### src/hdl/chd_pkg.sv
// Package for the chunked body decoder: phase and status codes, result types, byte helpers.
`default_nettype none
package chd_pkg;

  localparam logic [7:0] CHAR_CR = 8'h0D;
  localparam logic [7:0] CHAR_LF = 8'h0A;
  localparam logic [7:0] CHAR_SP = 8'h20;
  localparam logic [1:0] SKIP_LEN = 2'd2;
  localparam int unsigned HEX_BITS = 4;
  localparam int unsigned LEN_OUT_W = 32;

  typedef enum logic [2:0] {
    PH_LEAD,
    PH_DIGITS,
    PH_DATA,
    PH_SKIP,
    PH_DONE
  } phase_e;

  typedef enum logic [1:0] {
    ST_BYTE     = 2'd0,
    ST_COMPLETE = 2'd1,
    ST_TRUNC    = 2'd2,
    ST_OVERFLOW = 2'd3
  } status_e;

  typedef struct packed {
    logic                 ok;
    logic [HEX_BITS-1:0]  val;
  } hex_t;

  typedef struct packed {
    logic [7:0]           data;
    status_e              status;
    logic [LEN_OUT_W-1:0] length;
    logic                 last;
  } result_t;

  // Up to two results per accepted beat, in delivery order.
  typedef struct packed {
    logic [1:0] cnt;
    result_t    r0;
    result_t    r1;
  } res_pair_t;

  function automatic hex_t hex_value(input logic [7:0] c);
    hex_t h;
    h.ok  = 1'b1;
    h.val = '0;
    if (c inside {[8'h30:8'h39]}) begin
      h.val = 4'(c - 8'h30);
    end else if (c inside {[8'h61:8'h66]}) begin
      h.val = 4'(c - 8'h57);
    end else if (c inside {[8'h41:8'h46]}) begin
      h.val = 4'(c - 8'h37);
    end else begin
      h.ok = 1'b0;
    end
    return h;
  endfunction

endpackage
`default_nettype wire

### src/hdl/chd_ifs.sv
// Valid/ready channel interfaces for raw body bytes in and decoded results out.
`default_nettype none
interface chd_in_if;
  logic       valid;
  logic       ready;
  logic [7:0] in_byte;
  logic       in_end;

  modport source (output valid, output in_byte, output in_end, input ready);
  modport sink (input valid, input in_byte, input in_end, output ready);
endinterface

interface chd_out_if;
  logic        valid;
  logic        ready;
  logic [7:0]  out_byte;
  logic [1:0]  out_status;
  logic [31:0] body_length;
  logic        out_last;

  modport source (output valid, output out_byte, output out_status, output body_length,
                  output out_last, input ready);
  modport sink (input valid, input out_byte, input out_status, input body_length,
                input out_last, output ready);
endinterface
`default_nettype wire

### src/hdl/http_chunked_body_decoder.sv
// Top level of the HTTP/1.1 chunked body decoder.
// A result beat enters the result queue when its input beat is accepted.
// Throughput: one input byte per cycle while the result queue has room; a byte that yields
// two beats (last payload byte plus truncated) pushes both into the four-entry result queue.
// Reset (rst_ni low, asynchronous) returns the parser to the size line and empties the queue.
`default_nettype none
module http_chunked_body_decoder #(
  parameter int unsigned LENGTH_BITS = 32
) (
  input  wire        clk_i,
  input  wire        rst_ni,
  chd_in_if.sink     in_i,
  chd_out_if.source  out_o
);

  chd_pkg::res_pair_t push;
  logic               space_ok;

  chd_decode #(
    .LenBits (LENGTH_BITS)
  ) u_decode (
    .clk_i      (clk_i),
    .rst_ni     (rst_ni),
    .in_i       (in_i),
    .space_ok_i (space_ok),
    .push_o     (push)
  );

  chd_out_fifo u_out_fifo (
    .clk_i      (clk_i),
    .rst_ni     (rst_ni),
    .push_i     (push),
    .space_ok_o (space_ok),
    .out_o      (out_o)
  );

endmodule
`default_nettype wire

### src/hdl/chd_decode.sv
// Chunk framing state machine: parses size lines, passes payload, builds result beats.
`default_nettype none
module chd_decode #(
  parameter int unsigned LenBits = 32
) (
  input  wire                 clk_i,
  input  wire                 rst_ni,
  chd_in_if.sink              in_i,
  input  wire                 space_ok_i,
  output chd_pkg::res_pair_t  push_o
);

  chd_pkg::phase_e      phase_q, phase_d, ph_n;
  logic [LenBits-1:0]   acc_q, acc_d, acc_n;
  logic                 de_q, de_d, de_n;
  logic                 pcr_q, pcr_d, pcr_n;
  logic [LenBits-1:0]   rem_q, rem_d, rem_n, rem_dec;
  logic [1:0]           skip_q, skip_d, skip_n, skip_dec;
  logic [LenBits-1:0]   tot_q, tot_d, tot_n;
  logic [31:0]          len32;
  chd_pkg::hex_t        hex;
  logic                 fire;
  logic                 in_size, lf_hit, lead_sp, acc_top_nz;
  chd_pkg::result_t     e0, trunc;
  logic                 e0_v, trunc_v;

  assign fire       = in_i.valid && space_ok_i;
  assign in_i.ready = space_ok_i;
  assign hex        = chd_pkg::hex_value(in_i.in_byte);
  assign in_size    = (phase_q == chd_pkg::PH_LEAD) || (phase_q == chd_pkg::PH_DIGITS);
  assign lf_hit     = pcr_q && (in_i.in_byte == chd_pkg::CHAR_LF);
  assign lead_sp    = (phase_q == chd_pkg::PH_LEAD) && (in_i.in_byte == chd_pkg::CHAR_SP);
  assign acc_top_nz = |acc_q[LenBits-1 -: chd_pkg::HEX_BITS];
  assign rem_dec    = (rem_q != '0) ? rem_q - LenBits'(1) : rem_q;
  assign skip_dec   = (skip_q != 2'd0) ? skip_q - 2'd1 : skip_q;

  always_comb begin : next_state
    ph_n   = phase_q;
    acc_n  = acc_q;
    de_n   = de_q;
    pcr_n  = pcr_q;
    rem_n  = rem_q;
    skip_n = skip_q;
    tot_n  = tot_q;
    case (phase_q)
      chd_pkg::PH_LEAD, chd_pkg::PH_DIGITS: begin
        if (lf_hit) begin
          if (acc_q == '0) begin
            ph_n = chd_pkg::PH_DONE;
          end else begin
            rem_n = acc_q;
            ph_n  = chd_pkg::PH_DATA;
          end
          acc_n = '0;
          de_n  = 1'b0;
          pcr_n = 1'b0;
        end else begin
          pcr_n = (in_i.in_byte == chd_pkg::CHAR_CR);
          if (lead_sp) begin
            ph_n = phase_q;
          end else if (!de_q && hex.ok) begin
            if (acc_top_nz) begin
              ph_n = chd_pkg::PH_DONE;
            end else begin
              acc_n = {acc_q[LenBits-chd_pkg::HEX_BITS-1:0], hex.val};
              ph_n  = chd_pkg::PH_DIGITS;
            end
          end else begin
            de_n = 1'b1;
            ph_n = chd_pkg::PH_DIGITS;
          end
        end
      end
      chd_pkg::PH_DATA: begin
        if (tot_q != '1) tot_n = tot_q + LenBits'(1);
        rem_n = rem_dec;
        if (rem_dec == '0) begin
          ph_n   = chd_pkg::PH_SKIP;
          skip_n = chd_pkg::SKIP_LEN;
        end
      end
      chd_pkg::PH_SKIP: begin
        skip_n = skip_dec;
        if (skip_dec == 2'd0) ph_n = chd_pkg::PH_LEAD;
      end
      default: begin
        ph_n = chd_pkg::PH_DONE;
      end
    endcase

    phase_d = phase_q;
    acc_d   = acc_q;
    de_d    = de_q;
    pcr_d   = pcr_q;
    rem_d   = rem_q;
    skip_d  = skip_q;
    tot_d   = tot_q;
    if (fire) begin
      if (in_i.in_end) begin
        phase_d = chd_pkg::PH_LEAD;
        acc_d   = '0;
        de_d    = 1'b0;
        pcr_d   = 1'b0;
        rem_d   = '0;
        skip_d  = 2'd0;
        tot_d   = '0;
      end else begin
        phase_d = ph_n;
        acc_d   = acc_n;
        de_d    = de_n;
        pcr_d   = pcr_n;
        rem_d   = rem_n;
        skip_d  = skip_n;
        tot_d   = tot_n;
      end
    end
  end

  // Reported length is the running total clipped to 32 bits.
  if (LenBits > 32) begin : g_len_sat
    assign len32 = (|tot_n[LenBits-1:32]) ? 32'hFFFF_FFFF : tot_n[31:0];
  end else begin : g_len_ext
    assign len32 = 32'(tot_n);
  end

  always_comb begin : outputs
    e0_v         = 1'b0;
    e0.data      = 8'h00;
    e0.status    = chd_pkg::ST_BYTE;
    e0.length    = len32;
    e0.last      = 1'b0;
    if (phase_q == chd_pkg::PH_DATA) begin
      e0_v    = 1'b1;
      e0.data = in_i.in_byte;
    end else if (in_size && lf_hit && (acc_q == '0)) begin
      e0_v      = 1'b1;
      e0.status = chd_pkg::ST_COMPLETE;
    end else if (in_size && !lf_hit && !lead_sp && !de_q && hex.ok && acc_top_nz) begin
      e0_v      = 1'b1;
      e0.status = chd_pkg::ST_OVERFLOW;
    end
    trunc_v      = in_i.in_end && (ph_n != chd_pkg::PH_DONE);
    trunc.data   = 8'h00;
    trunc.status = chd_pkg::ST_TRUNC;
    trunc.length = len32;
    trunc.last   = 1'b1;

    push_o.cnt = 2'd0;
    push_o.r0  = trunc;
    push_o.r1  = trunc;
    if (fire) begin
      push_o.cnt = 2'(e0_v) + 2'(trunc_v);
    end
    if (e0_v) begin
      push_o.r0      = e0;
      push_o.r0.last = !trunc_v;
    end
  end

  always_ff @(posedge clk_i or negedge rst_ni) begin
    if (!rst_ni) begin
      phase_q <= chd_pkg::PH_LEAD;
      acc_q   <= '0;
      de_q    <= 1'b0;
      pcr_q   <= 1'b0;
      rem_q   <= '0;
      skip_q  <= 2'd0;
      tot_q   <= '0;
    end else begin
      phase_q <= phase_d;
      acc_q   <= acc_d;
      de_q    <= de_d;
      pcr_q   <= pcr_d;
      rem_q   <= rem_d;
      skip_q  <= skip_d;
      tot_q   <= tot_d;
    end
  end

`ifndef ASSERT_OFF
  a_push_on_fire: assert property (@(posedge clk_i) disable iff (!rst_ni)
    (push_o.cnt != 2'd0) |-> (in_i.valid && in_i.ready))
    else $error("result beats pushed without an accepted input beat");
  a_data_has_rem: assert property (@(posedge clk_i) disable iff (!rst_ni)
    (phase_q == chd_pkg::PH_DATA) |-> (rem_q != '0))
    else $error("payload phase with no bytes remaining");
  a_skip_phase: assert property (@(posedge clk_i) disable iff (!rst_ni)
    (phase_q == chd_pkg::PH_SKIP) == (skip_q != 2'd0))
    else $error("skip count out of step with phase");
  a_done_sticky: assert property (@(posedge clk_i) disable iff (!rst_ni)
    (phase_q == chd_pkg::PH_DONE && !(fire && in_i.in_end)) |=>
      (phase_q == chd_pkg::PH_DONE))
    else $error("left done phase without stream end");
`endif

endmodule
`default_nettype wire

### src/hdl/chd_out_fifo.sv
// Four-entry result queue: takes up to two beats per cycle, delivers one per cycle while out_o is ready.
`default_nettype none
module chd_out_fifo (
  input  wire                 clk_i,
  input  wire                 rst_ni,
  input  chd_pkg::res_pair_t  push_i,
  output logic                space_ok_o,
  chd_out_if.source           out_o
);

  localparam int unsigned Depth = 4;
  localparam int unsigned PtrW  = $clog2(Depth);
  localparam int unsigned CntW  = $clog2(Depth + 1);

  chd_pkg::result_t mem_q [Depth];
  logic [PtrW-1:0]  wr_q, wr_d, rd_q, rd_d, wr_nxt;
  logic [CntW-1:0]  cnt_q, cnt_d;
  logic             pop;

  assign pop        = out_o.valid && out_o.ready;
  assign wr_nxt     = wr_q + PtrW'(1);
  // Room for a two-beat push must be there before the input beat is taken.
  assign space_ok_o = cnt_q <= CntW'(Depth - 2);

  assign out_o.valid       = cnt_q != '0;
  assign out_o.out_byte    = mem_q[rd_q].data;
  assign out_o.out_status  = mem_q[rd_q].status;
  assign out_o.body_length = mem_q[rd_q].length;
  assign out_o.out_last    = mem_q[rd_q].last;

  always_comb begin
    wr_d  = wr_q + PtrW'(push_i.cnt);
    rd_d  = rd_q + PtrW'(pop);
    cnt_d = cnt_q + CntW'(push_i.cnt) - CntW'(pop);
  end

  always_ff @(posedge clk_i) begin
    if (push_i.cnt != 2'd0) mem_q[wr_q] <= push_i.r0;
    if (push_i.cnt == 2'd2) mem_q[wr_nxt] <= push_i.r1;
  end

  always_ff @(posedge clk_i or negedge rst_ni) begin
    if (!rst_ni) begin
      wr_q  <= '0;
      rd_q  <= '0;
      cnt_q <= '0;
    end else begin
      wr_q  <= wr_d;
      rd_q  <= rd_d;
      cnt_q <= cnt_d;
    end
  end

`ifndef ASSERT_OFF
  a_no_overrun: assert property (@(posedge clk_i) disable iff (!rst_ni)
    cnt_q <= CntW'(Depth))
    else $error("result queue overrun");
  a_ptr_gap: assert property (@(posedge clk_i) disable iff (!rst_ni)
    (wr_q - rd_q) == PtrW'(cnt_q))
    else $error("queue pointers disagree with fill count");
  a_push_fits: assert property (@(posedge clk_i) disable iff (!rst_ni)
    (push_i.cnt != 2'd0) |-> space_ok_o)
    else $error("push into queue without room");
`endif

endmodule
`default_nettype wire

### src/flat_wrapper.sv
// flat-port wrapper written by rule: the top's interface ports become plain ports
module http_chunked_body_decoder_flat 
#(
  parameter int unsigned LENGTH_BITS = 32
)
  (clk_i, rst_ni, in_i_valid, in_i_in_byte, in_i_in_end, in_i_ready, out_o_valid, out_o_out_byte, out_o_out_status, out_o_body_length, out_o_out_last, out_o_ready);
  chd_in_if in_i_i ();
  chd_out_if out_o_i ();
  input  wire clk_i;
  input  wire rst_ni;
  input wire logic [$bits(in_i_i.valid)-1:0] in_i_valid;
  input wire logic [$bits(in_i_i.in_byte)-1:0] in_i_in_byte;
  input wire logic [$bits(in_i_i.in_end)-1:0] in_i_in_end;
  output wire logic [$bits(in_i_i.ready)-1:0] in_i_ready;
  output wire logic [$bits(out_o_i.valid)-1:0] out_o_valid;
  output wire logic [$bits(out_o_i.out_byte)-1:0] out_o_out_byte;
  output wire logic [$bits(out_o_i.out_status)-1:0] out_o_out_status;
  output wire logic [$bits(out_o_i.body_length)-1:0] out_o_body_length;
  output wire logic [$bits(out_o_i.out_last)-1:0] out_o_out_last;
  input wire logic [$bits(out_o_i.ready)-1:0] out_o_ready;
  assign in_i_i.valid = in_i_valid;
  assign in_i_i.in_byte = in_i_in_byte;
  assign in_i_i.in_end = in_i_in_end;
  assign in_i_ready = in_i_i.ready;
  assign out_o_valid = out_o_i.valid;
  assign out_o_out_byte = out_o_i.out_byte;
  assign out_o_out_status = out_o_i.out_status;
  assign out_o_body_length = out_o_i.body_length;
  assign out_o_out_last = out_o_i.out_last;
  assign out_o_i.ready = out_o_ready;
  http_chunked_body_decoder #(.LENGTH_BITS(LENGTH_BITS)) u_core (.clk_i(clk_i), .rst_ni(rst_ni), .in_i(in_i_i), .out_o(out_o_i));
endmodule
### config.mk
export PLATFORM = sky130hd
export DESIGN_NAME = http_chunked_body_decoder_flat
export DESIGN_NICKNAME = d
export VERILOG_FILES = /design/src/hdl/chd_pkg.sv /design/src/hdl/chd_ifs.sv /design/src/hdl/http_chunked_body_decoder.sv /design/src/hdl/chd_decode.sv /design/src/hdl/chd_out_fifo.sv /design/src/flat_wrapper.sv
export SDC_FILE = /design/constraint.sdc
export NUM_CORES = 1
export LEC_CHECK = 0
export BUFFER_PORTS_ARGS = -buffer_cell sky130_fd_sc_hd__buf_4
export CAP_MARGIN = 15
export CORE_UTILIZATION = 40
export CTS_BUF_LIST = sky130_fd_sc_hd__clkbuf_2
export CTS_CLUSTER_DIAMETER = 200
export DETAILED_ROUTE_END_ITERATION = 7
export PLACE_DENSITY_LB_ADDON = 0.15
export SLEW_MARGIN = 20
export SYNTH_ARGS = -nofsm -noshare
export SYNTH_HDL_FRONTEND = slang
export SYNTH_SLANG_ARGS = --single-unit
### constraint.sdc
create_clock -name clk_i -period 4 [get_ports clk_i]
set_clock_uncertainty 0.05 [all_clocks]
set_input_delay 0.4 -clock clk_i [delete_from_list [all_inputs] [get_ports clk_i]]
set_output_delay 0.4 -clock clk_i [all_outputs]
set_load 0.03 [all_outputs]
==> results of run 1 <==
## power breakdown
part / leakage [nW] / internal [mW] / switching, mW / total, mW
combinational: 2.48 / 1.04 / 1.56 / 2.60
clock: 0.537 / 0.824 / 1.20 / 2.03
sequential: 3.06 / 3.23 / 0.207 / 3.44
## metrics by stage
| stage | cell area [sq um] | utilization | std cells |
|---|---|---|---|
| floorplan | 13920 | - | 1286 |
| global placement | 14930 | 0.4410 | 1733 |
| detailed placement | 14930 | 0.4410 | 1733 |
| CTS | 15740 | 0.4649 | 1881 |
| global route | 15760 | 0.4652 | 1883 |
| finish | 15760 | 0.4652 | 1883 |
## worst max-delay path by stage
stage                                                startpoint                                         end  slack [ps]  cells after the start
after floorplan                                 in_i_in_byte[0]  u_core.u_out_fifo.mem_q[1][0]$_SDFFE_PP1N_          30                     16
after global placement                          in_i_in_byte[0]        u_core.u_out_fifo.cnt_q[2]$_DFF_PN0_         230                     16
after detailed placement                        in_i_in_byte[0]        u_core.u_out_fifo.cnt_q[2]$_DFF_PN0_         230                     16
after CTS                 u_core.u_decode.acc_q[28]$_DFFE_PN0P_     u_core.u_out_fifo.mem_q[3][6]$_DFFE_PP_         260                     12
after global routing      u_core.u_decode.acc_q[28]$_DFFE_PN0P_        u_core.u_out_fifo.cnt_q[2]$_DFF_PN0_         160                     13
final                     u_core.u_decode.rem_q[17]$_DFFE_PN0P_       u_core.u_decode.skip_q[1]$_DFFE_PN0P_         400                      8
## cell usage after synthesis (8+ instances only)
cell / n / share of area
xor2_1: 15 / 0.0094
ha_1: 12 / 0.011
nor2_1: 217 / 0.059
dfrtp_1: 110 / 0.20
xnor2_1: 28 / 0.018
edfxtp_1: 128 / 0.28
nor3_1: 34 / 0.012
clkbuf_1: 87 / 0.023
nor4_1: 23 / 0.010
a22o_1: 31 / 0.020
dfxtp_1: 44 / 0.063
nand3_1: 25 / 0.0090
inv_1: 25 / 0.0067
nand4_1: 16 / 0.0072
nor2b_1: 8 / 0.0036
o21ai_0: 92 / 0.033
a32o_1: 32 / 0.023
mux2i_1: 30 / 0.022
nand2_1: 85 / 0.023
mux4_2: 43 / 0.070
o31ai_1: 13 / 0.0070
a21oi_1: 42 / 0.015
a31oi_1: 8 / 0.0036
and3_1: 14 / 0.0063
## layer usage
layer  routed length, um  up-vias  track usage  share of wire
li1                    -     5009            -              -
met1               16250     5236       0.2732           0.46
met2               17010      238       0.3343           0.48
met3                1444       68      0.03408          0.041
met4                 892        0      0.07413          0.025
met5                   0        -            0              0
## final cells by class
cell class / instances / area share
inverters: 25 / 0.006194
well taps: 448 / 0.03558
flip-flops and latches: 282 / 0.4747
multi-input cells: 882 / 0.3805
clock inverters: 20 / 0.006592
clock buffers: 115 / 0.03653
repair buffers: 109 / 0.05956
diodes: 2 / 0.0003177
## what timing repair did
| item | CTS | global route |
|---|---|---|
| endpoints found under the setup margin | 0 | 1 |
| gates resized for setup | 0 | 1 |
| setup buffers | 0 | 0 |
| hold endpoints to repair | 101 | 0 |
| hold buffers | 13 | 0 |
## kinds of logic after synthesis
group                    after synthesis  synth area share
adder cells (fa/ha/maj)               13           0.01224
buffers and inverters                122           0.03365
XOR/XNOR                              43           0.02708
flip-flops                           282            0.5377
AND/OR/NAND/NOR                      482            0.1648
AO/OA/AOI/OAI                        269            0.1317
multiplexers                          75           0.09285
## flip-flops by register name, summed over array words and instances, names as in the netlist
| register | flops |
|---|---|
| u_core.u_decode.tot_q | 32 |
| u_core.u_decode.acc_q | 32 |
| u_core.u_out_fifo.mem_q | 172 |
| u_core.u_decode.rem_q | 32 |
| u_core.u_decode.pcr_q | 1 |
| u_core.u_out_fifo.cnt_q | 3 |
| u_core.u_decode.de_q | 1 |
| u_core.u_decode.skip_q | 2 |
| u_core.u_out_fifo.rd_q | 2 |
| u_core.u_decode.phase_q | 3 |
| u_core.u_out_fifo.wr_q | 2 |
## worst max-delay path: cells and delay by family (launching register included)
family | cells | cell delay (ps)
simple gates | 7 | 2860
compound gates | 1 | 180
flops | 1 | 450
==> flow_summary.json, run 1 <==
{
  "totalWireLength_um": 35600,
  "final_antenna_net_count": 0,
  "crit_chain": "or4_4, or3_1, or3_4, o211ai_1, nand4_1, or4b_4, or3_1, nand2_1",
  "drt-pass1-iter-count": 5,
  "timing.final.ws_setup_ps": 400.2,
  "final-seq-area_sq_um": 7480,
  "fin_crit_ps": 3600,
  "critical_path_required_ps": 4730,
  "initialDrtViolationCount": 659,
  "final_nets": 1402,
  "ios": 58,
  "cellPowerDensity_nw_per_um2": 512.3,
  "reg2regPathDepth": 8,
  "first_global_vias": 10500,
  "fill_cells": 3314,
  "viasPerCell": 5.603,
  "crit_top_cell": "or3_1",
  "pre_cts_slack_ps": 225.4,
  "port_buffers": 57,
  "rrSetupSlack_ps": 400,
  "synth_seq_cells": 282,
  "die_w_um": 188.5,
  "worst_pin_slew_ps": 913.8,
  "fmax_mhz": 277.8,
  "status": "complete, no violations",
  "clockBufferDepth": 3,
  "initial_utilization": 0.4106,
  "rr_startpoint": "u_core.u_decode.rem_q[17]$_DFFE_PN0P_",
  "place.gp.congestion": 0.8892,
  "grt_overflow_total": 0,
  "ir_worst_vdd_mv": 0.3342,
  "cts_inserted_buffers": 76,
  "synth_edf_count": 128,
  "syn_to_final_growth_pct": 13.29,
  "worstPathArrival_ps": 4330,
  "hold_viol_final": 0,
  "hpwl_um": 22650,
  "core-area_sq_um": 33870,
  "leakagePower_nw": 6.079,
  "fin_crit_sh": 0.9000,
  "rsz0062_at_grt": "no",
  "finalMaxSlewViolations": 0,
  "syn_inst": 1286,
  "die_h_um": 188.5,
  "crit_path_end_kind": "register",
  "vias": 10550,
  "clock-sinks": 282,
  "report.final.setup_viol": 0,
  "layout-drive-gt1-share": 0.2017,
  "holdWs_ps": 140.7,
  "crit_slowest_cell": "or4b_4",
  "clk_pin_slew_ps": 90,
  "rows": 67,
  "r2r-end": "u_core.u_decode.skip_q[1]$_DFFE_PN0P_",
  "synth_seq_area_share": 0.5377,
  "worstSkewPairLatency_ps": 870,
  "synth_nets": 1312,
  "root_buffer": "clkbuf_2",
  "drc": 0,
  "startpoint_type": "register",
  "routedWlPerCell_um": 18.91,
  "fin_setup_tns_ps": 0,
  "final_cell_mix": "nor2_1 (217), edfxtp_1 (128), clkbuf_2 (115), dfrtp_1 (108), o21ai_0 (91)",
  "crit_fanout": 13,
  "avgSynthCellArea_sq_um": 10.81,
  "async_flop_share": 0.3901,
  "antenna_found_initial": 1,
  "dieArea_sq_um": 35520,
  "grt_usage": 0.2044,
  "synth_cell_types": 74,
  "htree_levels": 3,
  "max_stage_delay_ps": 600,
  "grt_pass1_wl_um": 57380,
  "power_mw": 8.071,
  "maxSlewHeadroom": 0.3908,
  "ys.warnings.count": 0,
  "netlist_area_sq_um": 13910,
  "grt_max_degree": 66,
  "hold_class": "in -> async",
  "max-cap-violations": 0,
  "cts_tree": "yes",
  "ys.flop_type": "edfxtp_1",
  "layout_commonest_cell": "nor2_1",
  "multi_input_area_sq_um": 5995,
  "worstSetupPathType": "reg -> reg"
}
(Power assumes the default switching activity.)
==> run 2, diff against run 1 <==
--- a/config.mk
+++ b/config.mk
@@ -12,6 +12,7 @@
 export CTS_CLUSTER_DIAMETER = 200
 export DETAILED_ROUTE_END_ITERATION = 7
 export PLACE_DENSITY_LB_ADDON = 0.15
+export RECOVER_POWER = 25
 export SLEW_MARGIN = 20
 export SYNTH_ARGS = -nofsm -noshare
 export SYNTH_HDL_FRONTEND = slang
==> run 2 against run 1 <==
The run now ends with max-capacitance violations, max-slew violations left; largest cell class unchanged; sequential power hardly changed; critical path type is now in -> reg; cell count stayed put; flip-flop and latch count stayed put; cell area decreased by 0.33%; hold slack improved by 43 ps.
==> flow_summary.json, run 2 (synthesis results as in run 1) <==
{
  "cts_tree": "yes",
  "final_core_util": 0.4637,
  "htree_levels": 3,
  "report.final.setup_viol": 0,
  "worst_pin_slew_ps": 1630,
  "finalMaxSlewViolations": 100,
  "design_area_sq_um": 15700,
  "fin_crit_ps": 3617,
  "rsz0062_at_grt": "no",
  "pre_cts_slack_ps": 225.4,
  "clock-sinks": 282,
  "layout_commonest_cell": "nor2_1",
  "clk_pin_slew_ps": 100,
  "cellPowerDensity_nw_per_um2": 512.9,
  "drt-pass1-iter-count": 5,
  "fin_crit_sh": 0.9043,
  "hold_depth": 3,
  "grt_usage": 0.2044,
  "cts_inserted_buffers": 76,
  "rrSetupSlack_ps": 400,
  "fin_setup_tns_ps": 0,
  "power_mw": 8.055,
  "grt_overflow_total": 0,
  "fmax_mhz": 276.5,
  "status": "finished with violations",
  "rr_startpoint": "u_core.u_decode.rem_q[0]$_DFFE_PN0P_",
  "violations": "max-capacitance violations, max-slew violations",
  "syn_to_final_growth_pct": 12.92,
  "crit_fanout": 10,
  "root_buffer": "clkbuf_2",
  "grt_pass1_wl_um": 57380,
  "rows": 67,
  "dieArea_sq_um": 35520,
  "vias": 10520,
  "critical_path_required_ps": 4670,
  "die_h_um": 188.5,
  "regMostFlops": "u_core.u_out_fifo.mem_q",
  "leakagePower_nw": 6.049,
  "first_global_vias": 10500,
  "place.gp.congestion": 0.8892,
  "r2r-end": "u_core.u_decode.skip_q[1]$_DFFE_PN0P_",
  "fill_cells": 3323,
  "cp-startpoint": "in_i_in_byte[0]",
  "initial_utilization": 0.4106,
  "holdWs_ps": 183.3,
  "hold_class": "in -> reg",
  "maxSlewHeadroom": -0.08699,
  "worstSkewPairLatency_ps": 870,
  "die_w_um": 188.5,
  "largest_register_ffs": 172,
  "worstPathArrival_ps": 4290,
  "viasPerCell": 5.588,
  "reg2regPathDepth": 10,
  "grt_max_degree": 66,
  "final_cell_mix": "nor2_1 (217), edfxtp_1 (128), clkbuf_2 (117), dfrtp_1 (108), o21ai_0 (92)",
  "worstSetupPathType": "in -> reg",
  "final_nets": 1402,
  "routedWlPerCell_um": 18.95,
  "placed_cells": 1733,
  "crit_path_end_kind": "register",
  "max-cap-violations": 2,
  "antenna_found_initial": 1,
  "hpwl_um": 22650,
  "ios": 58,
  "startpoint_type": "input pin",
  "crit_end": "u_core.u_out_fifo.cnt_q[2]$_DFF_PN0_",
  "layout-drive-gt1-share": 0.1961,
  "timing.final.ws_setup_ps": 382.9,
  "post_dp_cell_area_sq_um": 14930,
  "clockBufferDepth": 3,
  "core-area_sq_um": 33870,
  "port_buffers": 57,
  "ir_worst_vdd_mv": 0.3296,
  "final_antenna_net_count": 0,
  "initialDrtViolationCount": 639,
  "hold_viol_final": 0,
  "drc": 0,
  "totalWireLength_um": 35670,
  "instances_no_fill": 1883
}
[run 2: power breakdown]
group	total (mW)	internal, mW	switching [mW]
clock	2.03	0.824	1.20
combinational	2.59	1.03	1.56
sequential	3.44	3.23	0.207
[run 2: worst min path at each step]
| stage | from | endpoint | slack (ps) |
|---|---|---|---|
| 2_1_floorplan | rst_ni | u_core.u_decode.acc_q[0]$_DFFE_PN0P_ | 50 |
| 3_3_place_gp | u_core.u_out_fifo.mem_q[1][33]$_SDFFE_PP0N_ | u_core.u_out_fifo.mem_q[1][33]$_SDFFE_PP0N_ | 390 |
| 3_5_place_dp | u_core.u_out_fifo.mem_q[1][33]$_SDFFE_PP0N_ | u_core.u_out_fifo.mem_q[1][33]$_SDFFE_PP0N_ | 390 |
| 4_1_cts | rst_ni | u_core.u_decode.rem_q[3]$_DFFE_PN0P_ | 90 |
| 5_1_grt | in_i_in_end | u_core.u_decode.rem_q[15]$_DFFE_PN0P_ | 140 |
| 6_report | in_i_in_end | u_core.u_decode.rem_q[15]$_DFFE_PN0P_ | 180 |
[run 2: area by class of cell]
cell class,count,area [sq um],area share
Antenna cell,2,5.005,0.0003187
Sequential cell,282,7480,0.4763
Timing Repair Buffer,109,898.4,0.05721
Multi-Input combinational cell,882,5983,0.3810
Clock inverter,20,103.9,0.006613
Clock buffer,115,575.6,0.03665
Inverter,25,97.59,0.006215
Tap cell,448,560.5,0.03569
[run 2: worst max-delay path, cell delays in order]
cell	delay, ps
dlygate4sd3_1	540
buf_4	170
inv_1	80
ha_1	190
or3b_2	470
a41oi_1	340
nor4_1	120
nor2_1	300
nand2_1	110
ha_1	310
buf_4	140
nand2_1	80
ha_1	310
inv_1	30
ha_1	180
fa_1	370
xnor2_1	140
[run 2: per-layer routing]
| layer | share of wire | vias to the layer above | GRT usage | wire length (um) |
|---|---|---|---|---|
| met3 | 0.042 | 66 | 0.03408 | 1493 |
| met4 | 0.025 | 0 | 0.07413 | 888 |
| li1 | - | 5005 | - | - |
| met1 | 0.46 | 5226 | 0.2732 | 16300 |
| met5 | 0 | - | 0 | 0 |
| met2 | 0.48 | 225 | 0.3343 | 16990 |
[run 2: what timing repair did]
action,4_1_cts,5_1_grt
hold buffers,13,0
buffers inserted,0,0
hold endpoints to repair,101,0
endpoints found under the setup margin,0,1
resized for setup,0,1
==> run 3, diff against run 2 <==
--- a/config.mk
+++ b/config.mk
@@ -11,6 +11,7 @@
 export CTS_BUF_LIST = sky130_fd_sc_hd__clkbuf_2
 export CTS_CLUSTER_DIAMETER = 200
 export DETAILED_ROUTE_END_ITERATION = 7
+export MAX_ROUTING_LAYER = met4
 export PLACE_DENSITY_LB_ADDON = 0.15
 export RECOVER_POWER = 25
 export SLEW_MARGIN = 20
==> run 3 against run 2 <==
The flow still finishes with violations (max-capacitance violations, max-slew violations); non-clock buffer count is 5 higher; clock power grew 4%; setup slack worse by 29 ps; first-iteration DRC count up 7.2%; flip-flop and latch count unchanged; combinational power about the same; cell count rose by 0.53%; sequential share of layout area decreased by 0.19 points; critical path type is now reg -> reg; largest cell class unchanged; highest routed layer unchanged.
==> flow_summary.json, run 3 (synthesis results as in run 1) <==
{
  "status": "finished with violations",
  "worstSetupPathType": "reg -> reg",
  "worstSkewPairLatency_ps": 880,
  "post_dp_cell_area_sq_um": 14940,
  "initial_utilization": 0.4106,
  "hold_class": "in -> reg",
  "switching_share": 0.3661,
  "hold_depth": 3,
  "maxSlewHeadroom": -0.6880,
  "fin_setup_tns_ps": 0,
  "drt-pass1-iter-count": 5,
  "core-area_sq_um": 33870,
  "regMostFlops": "u_core.u_out_fifo.mem_q",
  "fin_crit_sh": 0.9114,
  "rows": 67,
  "rsz0062_at_grt": "no",
  "die_w_um": 188.5,
  "crit_fanout": 13,
  "hp-start": "in_i_in_end",
  "grt_pass1_wl_um": 57330,
  "grt_overflow_total": 0,
  "routedWlPerCell_um": 18.66,
  "layout_commonest_cell": "nor2_1",
  "clock-sinks": 282,
  "crit_path_end_kind": "register",
  "cts_setup_buffers": 0,
  "rrSetupSlack_ps": 350,
  "critical_path_required_ps": 4620,
  "hold_viol_final": 0,
  "final_cell_mix": "nor2_1 (217), clkbuf_2 (131), edfxtp_1 (128), dfrtp_1 (108), o21ai_0 (92)",
  "clk_pin_slew_ps": 100,
  "cts.repair.resized": 0,
  "leakagePower_nw": 6.088,
  "drc": 0,
  "hpwl_um": 22650,
  "postCtsHoldBufs": 15,
  "syn_to_final_growth_pct": 13.36,
  "cp-startpoint": "u_core.u_decode.rem_q[17]$_DFFE_PN0P_",
  "power_mw": 8.130,
  "design_area_sq_um": 15770,
  "worst_pin_slew_ps": 2532,
  "r2r-end": "u_core.u_decode.skip_q[0]$_DFFE_PN0P_",
  "vias": 10460,
  "first_global_vias": 10490,
  "viasPerCell": 5.523,
  "final_core_util": 0.4655,
  "initialDrtViolationCount": 685,
  "reg2regPathDepth": 8,
  "port_buffers": 57,
  "worstPathArrival_ps": 4270,
  "startpoint_type": "register",
  "root_buffer": "clkbuf_2",
  "clkPwrFrac": 0.259,
  "power_frac_seq": 0.423,
  "fmax_mhz": 274.3,
  "final_nets": 1407,
  "max-cap-violations": 2,
  "cts_tree": "yes",
  "ir_worst_vdd_mv": 0.3544,
  "place.gp.congestion": 0.9017,
  "dieArea_sq_um": 35520,
  "final_antenna_net_count": 0,
  "p_int_mw": 5.154,
  "largest_register_ffs": 172,
  "fin_crit_ps": 3646,
  "antenna_found_initial": 1,
  "ios": 58,
  "grt_max_degree": 66,
  "cts_inserted_buffers": 76,
  "clockBufferDepth": 3,
  "power_frac_comb": 0.318,
  "report.final.setup_viol": 0,
  "min_to": "u_core.u_decode.rem_q[15]$_DFFE_PN0P_",
  "htree_levels": 3,
  "totalWireLength_um": 35330,
  "die_h_um": 188.5,
  "p_sw_mw": 2.976,
  "finalMaxSlewViolations": 77,
  "rr_startpoint": "u_core.u_decode.rem_q[17]$_DFFE_PN0P_",
  "cellPowerDensity_nw_per_um2": 515.7,
  "grt_usage": 0.2110,
  "violations": "max-capacitance violations, max-slew violations",
  "layout-drive-gt1-share": 0.2001
}
## run 3: cell types whose count changed in the layout (fill, tap and decap cells not counted), moves of 2 or more
| cell | before | now |
|---|---|---|
| clkbuf_2 | 117 | 131 |
| clkinv_1 | 13 | 9 |
| clkbuf_1 | 6 | 9 |
| inv_2 | 4 | 1 |
| dlygate4sd3_1 | 13 | 15 |
## run 3: worst max path at each step
stage | end | slack [ps] | depth (start not counted)
6_report | u_core.u_decode.skip_q[0]$_DFFE_PN0P_ | 350 | 8
5_1_grt | u_core.u_out_fifo.mem_q[2][19]$_DFFE_PP_ | 120 | 13
4_1_cts | u_core.u_decode.skip_q[0]$_DFFE_PN0P_ | 350 | 8
3_5_place_dp | u_core.u_out_fifo.cnt_q[2]$_DFF_PN0_ | 200 | 16
3_3_place_gp | u_core.u_out_fifo.cnt_q[2]$_DFF_PN0_ | 230 | 16
2_1_floorplan | u_core.u_out_fifo.mem_q[1][0]$_SDFFE_PP1N_ | 30 | 16
## run 3: final cells by class
type	instances	area [sq um]
fill	3276	18100
sequential	282	7480
multi-input combinational	882	5977
timing repair buffer	114	927.1
clock buffer	128	640.6
tap	448	560.5
inverter	25	97.59
clock inverter	13	80.08
antenna	1	2.502
## run 3: critical path: stages, from the launching register on
cell and delay (ps):
dfrtp_1 460, or4_4 590, or3_1 540, or3_4 530, o211ai_1 160, nand4_1 120, or4b_4 600, o311ai_1 290
o21ai_0 100
## run 3: power by group through the flow
| stage | logic (mW) | registers, mW | clock network [mW] |
|---|---|---|---|
| after floorplan | 1.85 | 3.37 | 0 |
| after global placement | 2.61 | 3.50 | 0 |
| after detailed placement | 2.62 | 3.51 | 0 |
| after CTS | 2.63 | 3.45 | 2.19 |
| after global routing | 2.78 | 3.48 | 2.33 |
| final | 2.58 | 3.44 | 2.11 |
## run 3: per-stage QoR
step	std cells	setup WS, ps	hold slack, ps
after global routing	1893	116.6	116.3
after floorplan	1286	27.36	54.41
after global placement	1736	230.0	393.6
after detailed placement	1736	202.5	395.3
after CTS	1892	350.6	93.81
final	1893	354.3	163.6
## run 3: per-layer routing
layer  up-vias  wire length, um  GRT usage
met5         -                0          -
met4         0              774    0.07165
met3        56             1512    0.03408
met2       234            16670     0.3295
met1      5138            16380     0.2791
li1       5027                -          -
